===== src/rtl/core/fit_policy_block_allocator_assert.svh =====
// assertion macros for the fit-policy block allocator
`ifndef FIT_POLICY_BLOCK_ALLOCATOR_ASSERT_SVH
`define FIT_POLICY_BLOCK_ALLOCATOR_ASSERT_SVH

`ifndef SYNTHESIS

// same-cycle implication
`define FPBA_ASSERT_IMPLIES(label, clk, rst_n, ante, cons) \
    label: assert property (@(posedge clk) disable iff (!rst_n) (ante) |-> (cons)) \
        else $error("fpba assertion failed");

// next-cycle implication
`define FPBA_ASSERT_NEXT(label, clk, rst_n, ante, cons) \
    label: assert property (@(posedge clk) disable iff (!rst_n) (ante) |=> (cons)) \
        else $error("fpba assertion failed");

`else

`define FPBA_ASSERT_IMPLIES(label, clk, rst_n, ante, cons)
`define FPBA_ASSERT_NEXT(label, clk, rst_n, ante, cons)

`endif

`endif


===== src/rtl/core/fpba_pkg.sv =====
// shared types, constants and helpers for the fit-policy block allocator
package fpba_pkg;

    // store geometry
    localparam int NUM_BLOCKS = 16;
    localparam int SIZE_BITS  = 16;
    localparam int IDX_W      = $clog2(NUM_BLOCKS);
    localparam int CNT_W      = $clog2(NUM_BLOCKS + 1);

    // fixed field widths
    localparam int AMT_W      = 16;
    localparam int BLK_W      = 4;
    localparam int BC_W       = 5;
    localparam int CFG_DATA_W = 5;
    localparam int CMP_W      = (SIZE_BITS > AMT_W) ? SIZE_BITS : AMT_W;

    localparam logic [BC_W-1:0] BLOCK_COUNT_RESET = 5'd16;

    typedef logic [SIZE_BITS-1:0] cap_t;
    typedef logic [CMP_W-1:0]     cmp_t;
    typedef logic [IDX_W-1:0]     idx_t;
    typedef logic [CNT_W-1:0]     cnt_t;

    typedef enum logic [1:0] {
        FIRST_FIT = 2'd0,
        BEST_FIT  = 2'd1,
        WORST_FIT = 2'd2,
        NEXT_FIT  = 2'd3
    } policy_t;

    typedef enum logic [0:0] {
        CFG_POLICY      = 1'b0,
        CFG_BLOCK_COUNT = 1'b1
    } cfg_index_t;

    typedef enum logic [0:0] {
        MODE_LOAD    = 1'b0,
        MODE_REQUEST = 1'b1
    } mode_t;

    typedef enum logic [1:0] {
        ST_LOADED        = 2'd0,
        ST_ALLOCATED     = 2'd1,
        ST_NOT_ALLOCATED = 2'd2
    } status_t;

    typedef struct packed {
        mode_t              mode;
        logic [BLK_W-1:0]   block_index;
        logic [AMT_W-1:0]   amount;
    } in_item_t;

    typedef struct packed {
        status_t            status;
        logic [BLK_W-1:0]   granted_block;
        logic [AMT_W-1:0]   leftover;
    } out_item_t;

    // capacity store access, one read and one write port
    typedef struct packed {
        logic   rd_en;
        idx_t   rd_addr;
        logic   wr_en;
        idx_t   wr_addr;
        cap_t   wr_data;
    } mem_req_t;

    function automatic cmp_t widen_cap(cap_t c);
        return CMP_W'(c);
    endfunction

    function automatic cmp_t widen_amt(logic [AMT_W-1:0] a);
        return CMP_W'(a);
    endfunction

    // loaded capacity keeps the low SIZE_BITS of the amount
    function automatic cap_t cap_from_amt(logic [AMT_W-1:0] a);
        cmp_t w;
        w = widen_amt(a);
        return w[SIZE_BITS-1:0];
    endfunction

    // capacity after taking the amount, modulo the capacity width
    function automatic cap_t cap_sub(cap_t c, logic [AMT_W-1:0] a);
        cmp_t d;
        d = widen_cap(c) - widen_amt(a);
        return d[SIZE_BITS-1:0];
    endfunction

    function automatic logic [AMT_W-1:0] amt_from_cap(cap_t c);
        cmp_t w;
        w = widen_cap(c);
        return w[AMT_W-1:0];
    endfunction

endpackage


===== src/rtl/core/fit_policy_block_allocator.sv =====
// top level: configuration registers, output register and sequencer with capacity store
//
// Allocator over up to 16 block capacities with first, best, worst or next fit placement.
// A load writes its capacity at accept and then hands its result over. A request is
// accepted, then reads each block in use (block_count clamped to 16) from the capacity
// memory (one read a cycle), does the last compare in a drain state and then the
// write-back that also hands the result over. The result sits in an output
// register, so a new transaction is taken while the previous result still waits
// downstream; the write-back of a request holds until that register is free. Capacities
// read as zero after reset without a clearing pass. Configuration must be written only while
// idle; the block itself does not enforce it.
module fit_policy_block_allocator
    import fpba_pkg::*;
(
    input  logic                  clk,
    input  logic                  rst_n,
    input  logic                  in_valid,
    output logic                  in_stall,
    input  in_item_t              in_data,
    output logic                  out_valid,
    input  logic                  out_stall,
    output out_item_t             out_data,
    input  logic                  cfg_valid,
    output logic                  cfg_ready,
    input  cfg_index_t            cfg_index,
    input  logic [CFG_DATA_W-1:0] cfg_data
);

    policy_t         policy_reg;
    logic [BC_W-1:0] block_count_reg;
    logic            out_valid_reg;
    out_item_t       out_data_reg;

    logic      out_free;
    logic      done;
    out_item_t result;
    mem_req_t  mem_req;
    cap_t      rd_data;

    assign cfg_ready = 1'b1;

    // configuration registers
    always_ff @(posedge clk or negedge rst_n)
    begin
        if (!rst_n)
        begin
            policy_reg      <= FIRST_FIT;
            block_count_reg <= BLOCK_COUNT_RESET;
        end
        else if (cfg_valid && cfg_ready)
        begin
            unique case (cfg_index)
                CFG_POLICY:      policy_reg      <= policy_t'(cfg_data[1:0]);
                CFG_BLOCK_COUNT: block_count_reg <= cfg_data[BC_W-1:0];
                default:         policy_reg      <= policy_reg;
            endcase
        end
    end

    // output register
    assign out_free = !out_valid_reg || !out_stall;

    always_ff @(posedge clk or negedge rst_n)
    begin
        if (!rst_n)
        begin
            out_valid_reg <= 1'b0;
        end
        else if (done)
        begin
            out_valid_reg <= 1'b1;
        end
        else if (!out_stall)
        begin
            out_valid_reg <= 1'b0;
        end
    end

    always_ff @(posedge clk)
    begin
        if (done)
        begin
            out_data_reg <= result;
        end
    end

    assign out_valid = out_valid_reg;
    assign out_data  = out_data_reg;

    // sequencer
    fpba_ctrl u_ctrl (
        .clk         (clk),
        .rst_n       (rst_n),
        .in_valid    (in_valid),
        .in_stall    (in_stall),
        .in_data     (in_data),
        .policy      (policy_reg),
        .block_count (block_count_reg),
        .out_free    (out_free),
        .done        (done),
        .result      (result),
        .mem_req     (mem_req),
        .rd_data     (rd_data)
    );

    // capacity store
    fpba_cap_mem u_cap_mem (
        .clk     (clk),
        .rst_n   (rst_n),
        .mem_req (mem_req),
        .rd_data (rd_data)
    );

endmodule


===== src/rtl/core/fpba_cap_mem.sv =====
// capacity store: synchronous memory with registered read and per-entry valid bits
module fpba_cap_mem
    import fpba_pkg::*;
(
    input  logic     clk,
    input  logic     rst_n,
    input  mem_req_t mem_req,
    output cap_t     rd_data
);

    cap_t                  cap_mem [NUM_BLOCKS];
    logic [NUM_BLOCKS-1:0] valid_reg;
    cap_t                  rd_data_reg;

    // entry storage
    always_ff @(posedge clk)
    begin
        if (mem_req.wr_en)
        begin
            cap_mem[mem_req.wr_addr] <= mem_req.wr_data;
        end
    end

    // valid bits, an unwritten entry reads as zero capacity
    always_ff @(posedge clk or negedge rst_n)
    begin
        if (!rst_n)
        begin
            valid_reg <= '0;
        end
        else if (mem_req.wr_en)
        begin
            valid_reg[mem_req.wr_addr] <= 1'b1;
        end
    end

    // registered read port
    always_ff @(posedge clk)
    begin
        if (mem_req.rd_en)
        begin
            rd_data_reg <= valid_reg[mem_req.rd_addr] ? cap_mem[mem_req.rd_addr] : '0;
        end
    end

    assign rd_data = rd_data_reg;

endmodule


===== src/rtl/core/fpba_ctrl.sv =====
// sequencer: loads, capacity scan with policy compare, write-back and next-fit pointer
`include "fit_policy_block_allocator_assert.svh"

module fpba_ctrl
    import fpba_pkg::*;
(
    input  logic             clk,
    input  logic             rst_n,
    input  logic             in_valid,
    output logic             in_stall,
    input  in_item_t         in_data,
    input  policy_t          policy,
    input  logic [BC_W-1:0]  block_count,
    input  logic             out_free,
    output logic             done,
    output out_item_t        result,
    output mem_req_t         mem_req,
    input  cap_t             rd_data
);

    typedef enum logic [2:0] {
        S_IDLE,
        S_SCAN,
        S_DRAIN,
        S_WRITE,
        S_DONE
    } state_t;

    state_t           state_reg,     state_next;
    logic [AMT_W-1:0] amount_reg,    amount_next;
    cnt_t             n_reg,         n_next;
    idx_t             addr_reg,      addr_next;
    cnt_t             left_reg,      left_next;
    logic             cmp_valid_reg, cmp_valid_next;
    idx_t             cmp_addr_reg,  cmp_addr_next;
    logic             found_reg,     found_next;
    idx_t             sel_idx_reg,   sel_idx_next;
    cap_t             sel_cap_reg,   sel_cap_next;
    idx_t             rover_reg,     rover_next;
    out_item_t        res_reg,       res_next;

    logic      accept;
    cnt_t      blocks_in_use;
    idx_t      start_addr;
    logic      store_hit;
    cnt_t      addr_inc;
    logic      cand_fits;
    logic      cand_better;
    logic      take;
    cap_t      new_cap;
    out_item_t write_result;

    // blocks searched, clamped to the store depth
    always_comb
    begin
        if (32'(block_count) > NUM_BLOCKS)
        begin
            blocks_in_use = CNT_W'(NUM_BLOCKS);
        end
        else
        begin
            blocks_in_use = CNT_W'(block_count);
        end
    end

    // next fit starts at the pointer when it is inside the blocks in use
    assign start_addr = (policy == NEXT_FIT && CNT_W'(rover_reg) < blocks_in_use) ?
                        rover_reg : '0;
    assign store_hit  = 32'(in_data.block_index) < NUM_BLOCKS;
    assign accept     = in_valid && (state_reg == S_IDLE);
    assign in_stall   = (state_reg != S_IDLE);
    assign addr_inc   = CNT_W'(addr_reg) + CNT_W'(1);

    // policy compare on the capacity coming back from the store
    always_comb
    begin
        cand_fits = widen_cap(rd_data) >= widen_amt(amount_reg);
        case (policy)
            BEST_FIT:  cand_better = rd_data < sel_cap_reg;
            WORST_FIT: cand_better = rd_data > sel_cap_reg;
            default:   cand_better = 1'b0;
        endcase
        take = cmp_valid_reg && cand_fits && (!found_reg || cand_better);
    end

    // result of a finished request
    always_comb
    begin
        new_cap = cap_sub(sel_cap_reg, amount_reg);
        if (found_reg)
        begin
            write_result.status        = ST_ALLOCATED;
            write_result.granted_block = BLK_W'(sel_idx_reg);
            write_result.leftover      = amt_from_cap(new_cap);
        end
        else
        begin
            write_result.status        = ST_NOT_ALLOCATED;
            write_result.granted_block = '0;
            write_result.leftover      = '0;
        end
    end

    // next-state and store access
    always_comb
    begin
        state_next     = state_reg;
        amount_next    = amount_reg;
        n_next         = n_reg;
        addr_next      = addr_reg;
        left_next      = left_reg;
        cmp_valid_next = 1'b0;
        cmp_addr_next  = cmp_addr_reg;
        found_next     = found_reg;
        sel_idx_next   = sel_idx_reg;
        sel_cap_next   = sel_cap_reg;
        rover_next     = rover_reg;
        res_next       = res_reg;
        mem_req        = '0;

        if (take)
        begin
            found_next   = 1'b1;
            sel_idx_next = cmp_addr_reg;
            sel_cap_next = rd_data;
        end

        unique case (state_reg)
            S_IDLE:
            begin
                if (accept)
                begin
                    if (in_data.mode == MODE_LOAD)
                    begin
                        mem_req.wr_en   = store_hit;
                        mem_req.wr_addr = IDX_W'(in_data.block_index);
                        mem_req.wr_data = cap_from_amt(in_data.amount);
                        rover_next      = '0;
                        res_next        = '{status: ST_LOADED, granted_block: '0,
                                            leftover: '0};
                        state_next      = S_DONE;
                    end
                    else
                    begin
                        amount_next = in_data.amount;
                        n_next      = blocks_in_use;
                        found_next  = 1'b0;
                        addr_next   = start_addr;
                        left_next   = blocks_in_use;
                        if (blocks_in_use == '0)
                        begin
                            res_next   = '{status: ST_NOT_ALLOCATED, granted_block: '0,
                                           leftover: '0};
                            state_next = S_DONE;
                        end
                        else
                        begin
                            state_next = S_SCAN;
                        end
                    end
                end
            end
            S_SCAN:
            begin
                mem_req.rd_en  = 1'b1;
                mem_req.rd_addr = addr_reg;
                cmp_valid_next = 1'b1;
                cmp_addr_next  = addr_reg;
                addr_next      = (addr_inc == n_reg) ? '0 : IDX_W'(addr_inc);
                left_next      = left_reg - CNT_W'(1);
                if (left_reg == CNT_W'(1))
                begin
                    state_next = S_DRAIN;
                end
            end
            S_DRAIN:
            begin
                state_next = S_WRITE;
            end
            S_WRITE:
            begin
                if (out_free)
                begin
                    if (found_reg)
                    begin
                        mem_req.wr_en   = 1'b1;
                        mem_req.wr_addr = sel_idx_reg;
                        mem_req.wr_data = new_cap;
                        if (policy == NEXT_FIT)
                        begin
                            rover_next = sel_idx_reg;
                        end
                    end
                    state_next = S_IDLE;
                end
            end
            S_DONE:
            begin
                if (out_free)
                begin
                    state_next = S_IDLE;
                end
            end
            default:
            begin
                state_next = S_IDLE;
            end
        endcase
    end

    // result hand-off to the output register
    assign done   = out_free && (state_reg == S_WRITE || state_reg == S_DONE);
    assign result = (state_reg == S_WRITE) ? write_result : res_reg;

    // state and registered values
    always_ff @(posedge clk or negedge rst_n)
    begin
        if (!rst_n)
        begin
            state_reg     <= S_IDLE;
            amount_reg    <= '0;
            n_reg         <= '0;
            addr_reg      <= '0;
            left_reg      <= '0;
            cmp_valid_reg <= 1'b0;
            cmp_addr_reg  <= '0;
            found_reg     <= 1'b0;
            sel_idx_reg   <= '0;
            sel_cap_reg   <= '0;
            rover_reg     <= '0;
            res_reg       <= '0;
        end
        else
        begin
            state_reg     <= state_next;
            amount_reg    <= amount_next;
            n_reg         <= n_next;
            addr_reg      <= addr_next;
            left_reg      <= left_next;
            cmp_valid_reg <= cmp_valid_next;
            cmp_addr_reg  <= cmp_addr_next;
            found_reg     <= found_next;
            sel_idx_reg   <= sel_idx_next;
            sel_cap_reg   <= sel_cap_next;
            rover_reg     <= rover_next;
            res_reg       <= res_next;
        end
    end

    // write-back never collides with a scan read
    `FPBA_ASSERT_IMPLIES(a_no_rw_overlap, clk, rst_n, mem_req.wr_en, !mem_req.rd_en)
    // scan reads stay inside the blocks in use
    `FPBA_ASSERT_IMPLIES(a_scan_in_range, clk, rst_n, mem_req.rd_en, CNT_W'(mem_req.rd_addr) < n_reg)
    // a selected block always holds enough capacity
    `FPBA_ASSERT_IMPLIES(a_sel_fits, clk, rst_n, found_reg, widen_cap(sel_cap_reg) >= widen_amt(amount_reg))
    // after a result is handed off the next transaction can enter
    `FPBA_ASSERT_NEXT(a_done_then_idle, clk, rst_n, done, !in_stall)

endmodule

===== config.mk =====
export PLATFORM = sky130hd
export DESIGN_NAME = fit_policy_block_allocator
export DESIGN_NICKNAME = d
export VERILOG_FILES = /design/src/rtl/core/fpba_pkg.sv /design/src/rtl/core/fit_policy_block_allocator.sv /design/src/rtl/core/fpba_cap_mem.sv /design/src/rtl/core/fpba_ctrl.sv
export VERILOG_INCLUDE_DIRS = /design/src /design/src/rtl/core
export SDC_FILE = /design/constraint.sdc
export NUM_CORES = 1
export LEC_CHECK = 0
export CORE_ASPECT_RATIO = 0.75
export CORE_MARGIN = 2
export CORE_UTILIZATION = 45
export CTS_BUF_LIST = sky130_fd_sc_hd__clkbuf_4
export CTS_CLUSTER_DIAMETER = 100
export CTS_CLUSTER_SIZE = 14
export DETAILED_ROUTE_END_ITERATION = 8
export DONT_BUFFER_PORTS = 1
export MAX_ROUTING_LAYER = met4
export SYNTH_ARGS = -nofsm -noshare
export SYNTH_HDL_FRONTEND = slang
export SYNTH_SLANG_ARGS = --single-unit

===== constraint.sdc =====
create_clock -name clk -period 9.55 [get_ports clk]
set_input_delay 0.955 -clock clk [delete_from_list [all_inputs] [get_ports clk]]
set_output_delay 0.955 -clock clk [all_outputs]
set_load 0.1 [all_outputs]

==> metrics.json <==
{
  "timing": {
    "finalMaxSlewViolations": 0,
    "max_slew_margin_pct": 20.1,
    "worst-slew-pin-transition_ns": 1.20,
    "max_clock_freq_ghz": 0.232,
    "setup_viol": 0,
    "layout_worst_path_cycle_share_pct": 45.1,
    "setup_tns_ns": 0,
    "report.final.hold_viol_count": 0,
    "setup_repair_after_global_routing_missed_its_margin": "false",
    "timing.clock.skew_ns": 0.0836,
    "period_needed_ns": 4.30
  },
  "place": {
    "globalplace.congestion": 0.928,
    "dp_cells": 1827,
    "numPortBuffers": 0,
    "hpwlAfterDp_mm": 26.7
  },
  "floorplanning": {
    "row_count": 61,
    "die-width_um": 229,
    "die_extent_in_y_um": 173,
    "die_area_mm2": 0.0396,
    "core_area_mm2": 0.0372,
    "floorplan.initialDensity_pct": 45.9,
    "design.portCount": 57
  },
  "routing": {
    "routed-via-count": 10755,
    "postRouteWirelength_mm": 40.8,
    "wl_per_cell_um": 21.6,
    "initialDrtViolationCount": 1074,
    "routed_via_density": 5.70,
    "post_route_drc_violation_count": 0,
    "ant_nets": 0,
    "detail_route.first_pass.iterations": 5
  },
  "synth": {
    "synth_nets": 1460,
    "async_flop_share_pct": 23.0,
    "yosys_top_cell_by_area": "sky130_fd_sc_hd__edfxtp_1",
    "yosysTopAreaCellShare_pct": 51.7,
    "synth_seq_cells": 382,
    "netlist_instances": 1371,
    "synth_sequential_area_ratio_pct": 64.6,
    "mappedNetlistArea_mm2": 0.0171,
    "syn_area_per_cell_um2": 12.5,
    "number_of_synthesized_flops_with_an_enable_pin": 294,
    "synth_ff_type": "sky130_fd_sc_hd__edfxtp_1",
    "synth_cell_types": 72,
    "yosys-top-cells-area": "sky130_fd_sc_hd__edfxtp_1 52%, sky130_fd_sc_hd__dfrtp_1 13%, sky130_fd_sc_hd__nand2_1 5.0%, sky130_fd_sc_hd__ha_1 4.1%, sky130_fd_sc_hd__mux2i_1 3.0%",
    "synth_warnings": 0
  },
  "worst_setup_path": {
    "rrSetupSlack_ns": 5.25,
    "timing.critical_path.arrival_ns": 4.84,
    "start_to_end_type_of_the_worst_setup_path": "reg2reg",
    "crit_path_start_kind": "register",
    "worst_setup_path_end_kind": "register",
    "critical_path.cell_chain": "or3b_4 -> inv_2 -> and2_2 -> buf_4 -> a21oi_1 -> a22o_1 -> a211oi_4 -> a211oi_1",
    "required_ns": 10.08,
    "critPathMaxStageDelay_ns": 0.91,
    "worstPathMaxFanout": 33,
    "critical_path.slowest_cell": "sky130_fd_sc_hd__a211oi_4"
  },
  "clock_tree": {
    "clk-insertion-delay-late_ns": 0.82,
    "cts_root_buf": "sky130_fd_sc_hd__clkbuf_4",
    "worst_setup_hold_path_clk_slew_ns": 0.16,
    "cts.sinks": 382,
    "clockBufferDepth": 3,
    "tritoncts_clock_tree": "done",
    "clock_h_tree_levels": 1,
    "postCtsSetupBuffers": 0,
    "cts_inserted_buffers": 31
  },
  "power": {
    "max-vdd-ir-drop_mv": 0.187,
    "fin_total_pwr_uw": 5810,
    "leakagePower_uw": 0.00688,
    "power_density_mw_per_mm2": 320
  },
  "job": {
    "cap_viol_max_count": 0
  },
  "global_route": {
    "grt_remaining_overflow": 0,
    "grt_pass1_wl_mm": 63.0,
    "groute.usage.overall_pct": 21.2,
    "grt_antenna_before_repair": 2,
    "number_of_global_route_vias_before_repair": 10420,
    "grt_max_degree": 89
  },
  "finish": {
    "num-nets-final": 1446,
    "layout-area-overhead-vs-synth_pct": 6.10,
    "most_used_cells_in_the_layout_excluding_fill_and_tap_cells": "294 x sky130_fd_sc_hd__edfxtp_1, 228 x sky130_fd_sc_hd__nand2_1, 86 x sky130_fd_sc_hd__dfrtp_1",
    "mostFrequentLayoutCell": "sky130_fd_sc_hd__edfxtp_1",
    "finish.cell_count_without_fillers": 1888,
    "post_route_cells_drive_above_1_share_pct": 13.0,
    "fillerInstances": 3371,
    "largest_register_ff_count": 256
  },
  "run_status": {
    "outcome": "completed"
  },
  "min_path": {
    "min-delay-path-class": "in2async"
  }
}
-- repair_timing --
action | CTS | global route
resized for setup | 0 | 0
hold buffers | 1 | 0
hold endpoints to repair | 88 | 0
-- cells by family after synthesis --
kind of cell,Yosys count,synth area share [%]
adder cells (fa/ha/maj),57,4.22
AND/OR/NAND/NOR,409,10.6
AO/OA/AOI/OAI,292,11.1
flip-flops,382,64.6
XOR/XNOR,18,0.923
buffers and inverters,120,2.94
multiplexers,92,5.68
other,1,0.0219
-- per-layer routing --
layer | up-vias | wire, um | global-route usage (%)
li1 | 5017 | - | -
met5 | - | 0 | -
met3 | 44 | 2500 | 3.56
met2 | 304 | 18000 | 31.1
met4 | 0 | 597 | 3.30
met1 | 5390 | 19700 | 31.5
-- critical path: cells and delay by family (launching register included) --
family	cells	cell delay, ns
simple gates	2	1.07
flops	1	0.57
buf+inv	2	0.96
compound gates	4	1.40
-- worst paths after layout --
kind	start	to	depth (start not counted)
min in group clk	in_data[11]	u_ctrl.amount_reg[11]	2
setup reg to reg	u_ctrl.state_reg[0]	u_cap_mem.rd_data[8]	8
setup / recovery	u_ctrl.state_reg[0]	u_cap_mem.rd_data[8]	8
hold / removal	rst_n	u_ctrl.amount_reg[3]	1
max in group asynchronous	rst_n	u_ctrl.addr_reg[0]	1
hold reg to reg	u_cap_mem.valid_reg[0]	u_cap_mem.valid_reg[0]	1
-- report_power, final --
| part | internal (uW) | switching, uW |
|---|---|---|
| combinational | 922 | 1640 |
| clock | 263 | 523 |
| sequential | 2130 | 331 |
-- final cells by class --
| cell class | count | area [um^2] | area share [%] |
|---|---|---|---|
| tap | 504 | 631 | 3.48 |
| timing repair buffer | 25 | 208 | 1.15 |
| inverter | 48 | 180 | 0.994 |
| antenna | 2 | 5.00 | 0.0276 |
| clock buffer | 56 | 420 | 2.32 |
| sequential | 382 | 11000 | 60.9 |
| multi-input combinational | 869 | 5640 | 31.1 |
| clock inverter | 2 | 15.0 | 0.0828 |
-- cell usage after synthesis (10+ instances only) --
| library cell | count |
|---|---|
| sky130_fd_sc_hd__buf_2 | 12 |
| sky130_fd_sc_hd__mux2i_1 | 52 |
| sky130_fd_sc_hd__a31oi_1 | 21 |
| sky130_fd_sc_hd__clkbuf_1 | 45 |
| sky130_fd_sc_hd__mux2_2 | 40 |
| sky130_fd_sc_hd__nor2_1 | 55 |
| sky130_fd_sc_hd__a21oi_1 | 77 |
| sky130_fd_sc_hd__dfrtp_1 | 87 |
| sky130_fd_sc_hd__and3_1 | 10 |
| sky130_fd_sc_hd__o21ai_0 | 78 |
| sky130_fd_sc_hd__edfxtp_1 | 294 |
| sky130_fd_sc_hd__inv_1 | 47 |
| sky130_fd_sc_hd__ha_1 | 56 |
| sky130_fd_sc_hd__a211oi_2 | 11 |
| sky130_fd_sc_hd__nand2_1 | 229 |
| sky130_fd_sc_hd__a22oi_1 | 18 |
| sky130_fd_sc_hd__nand3_1 | 56 |
| sky130_fd_sc_hd__or2_2 | 13 |
| sky130_fd_sc_hd__a211oi_1 | 25 |
-- through the flow --
stage	hold slack, ns	worst slack, ns	utilization, %	cell area [um^2]
6_report	0.0369	5.25	48.7	18100
3_5_place_dp	0.449	5.34	47.4	17700
3_3_place_gp	0.443	5.43	47.4	17700
5_1_grt	0.0337	5.03	48.7	18100
4_1_cts	0.000595	5.36	48.7	18100
2_1_floorplan	0.430	6.37	-	17100
Note: power is estimated with default switching activity, not from simulation.
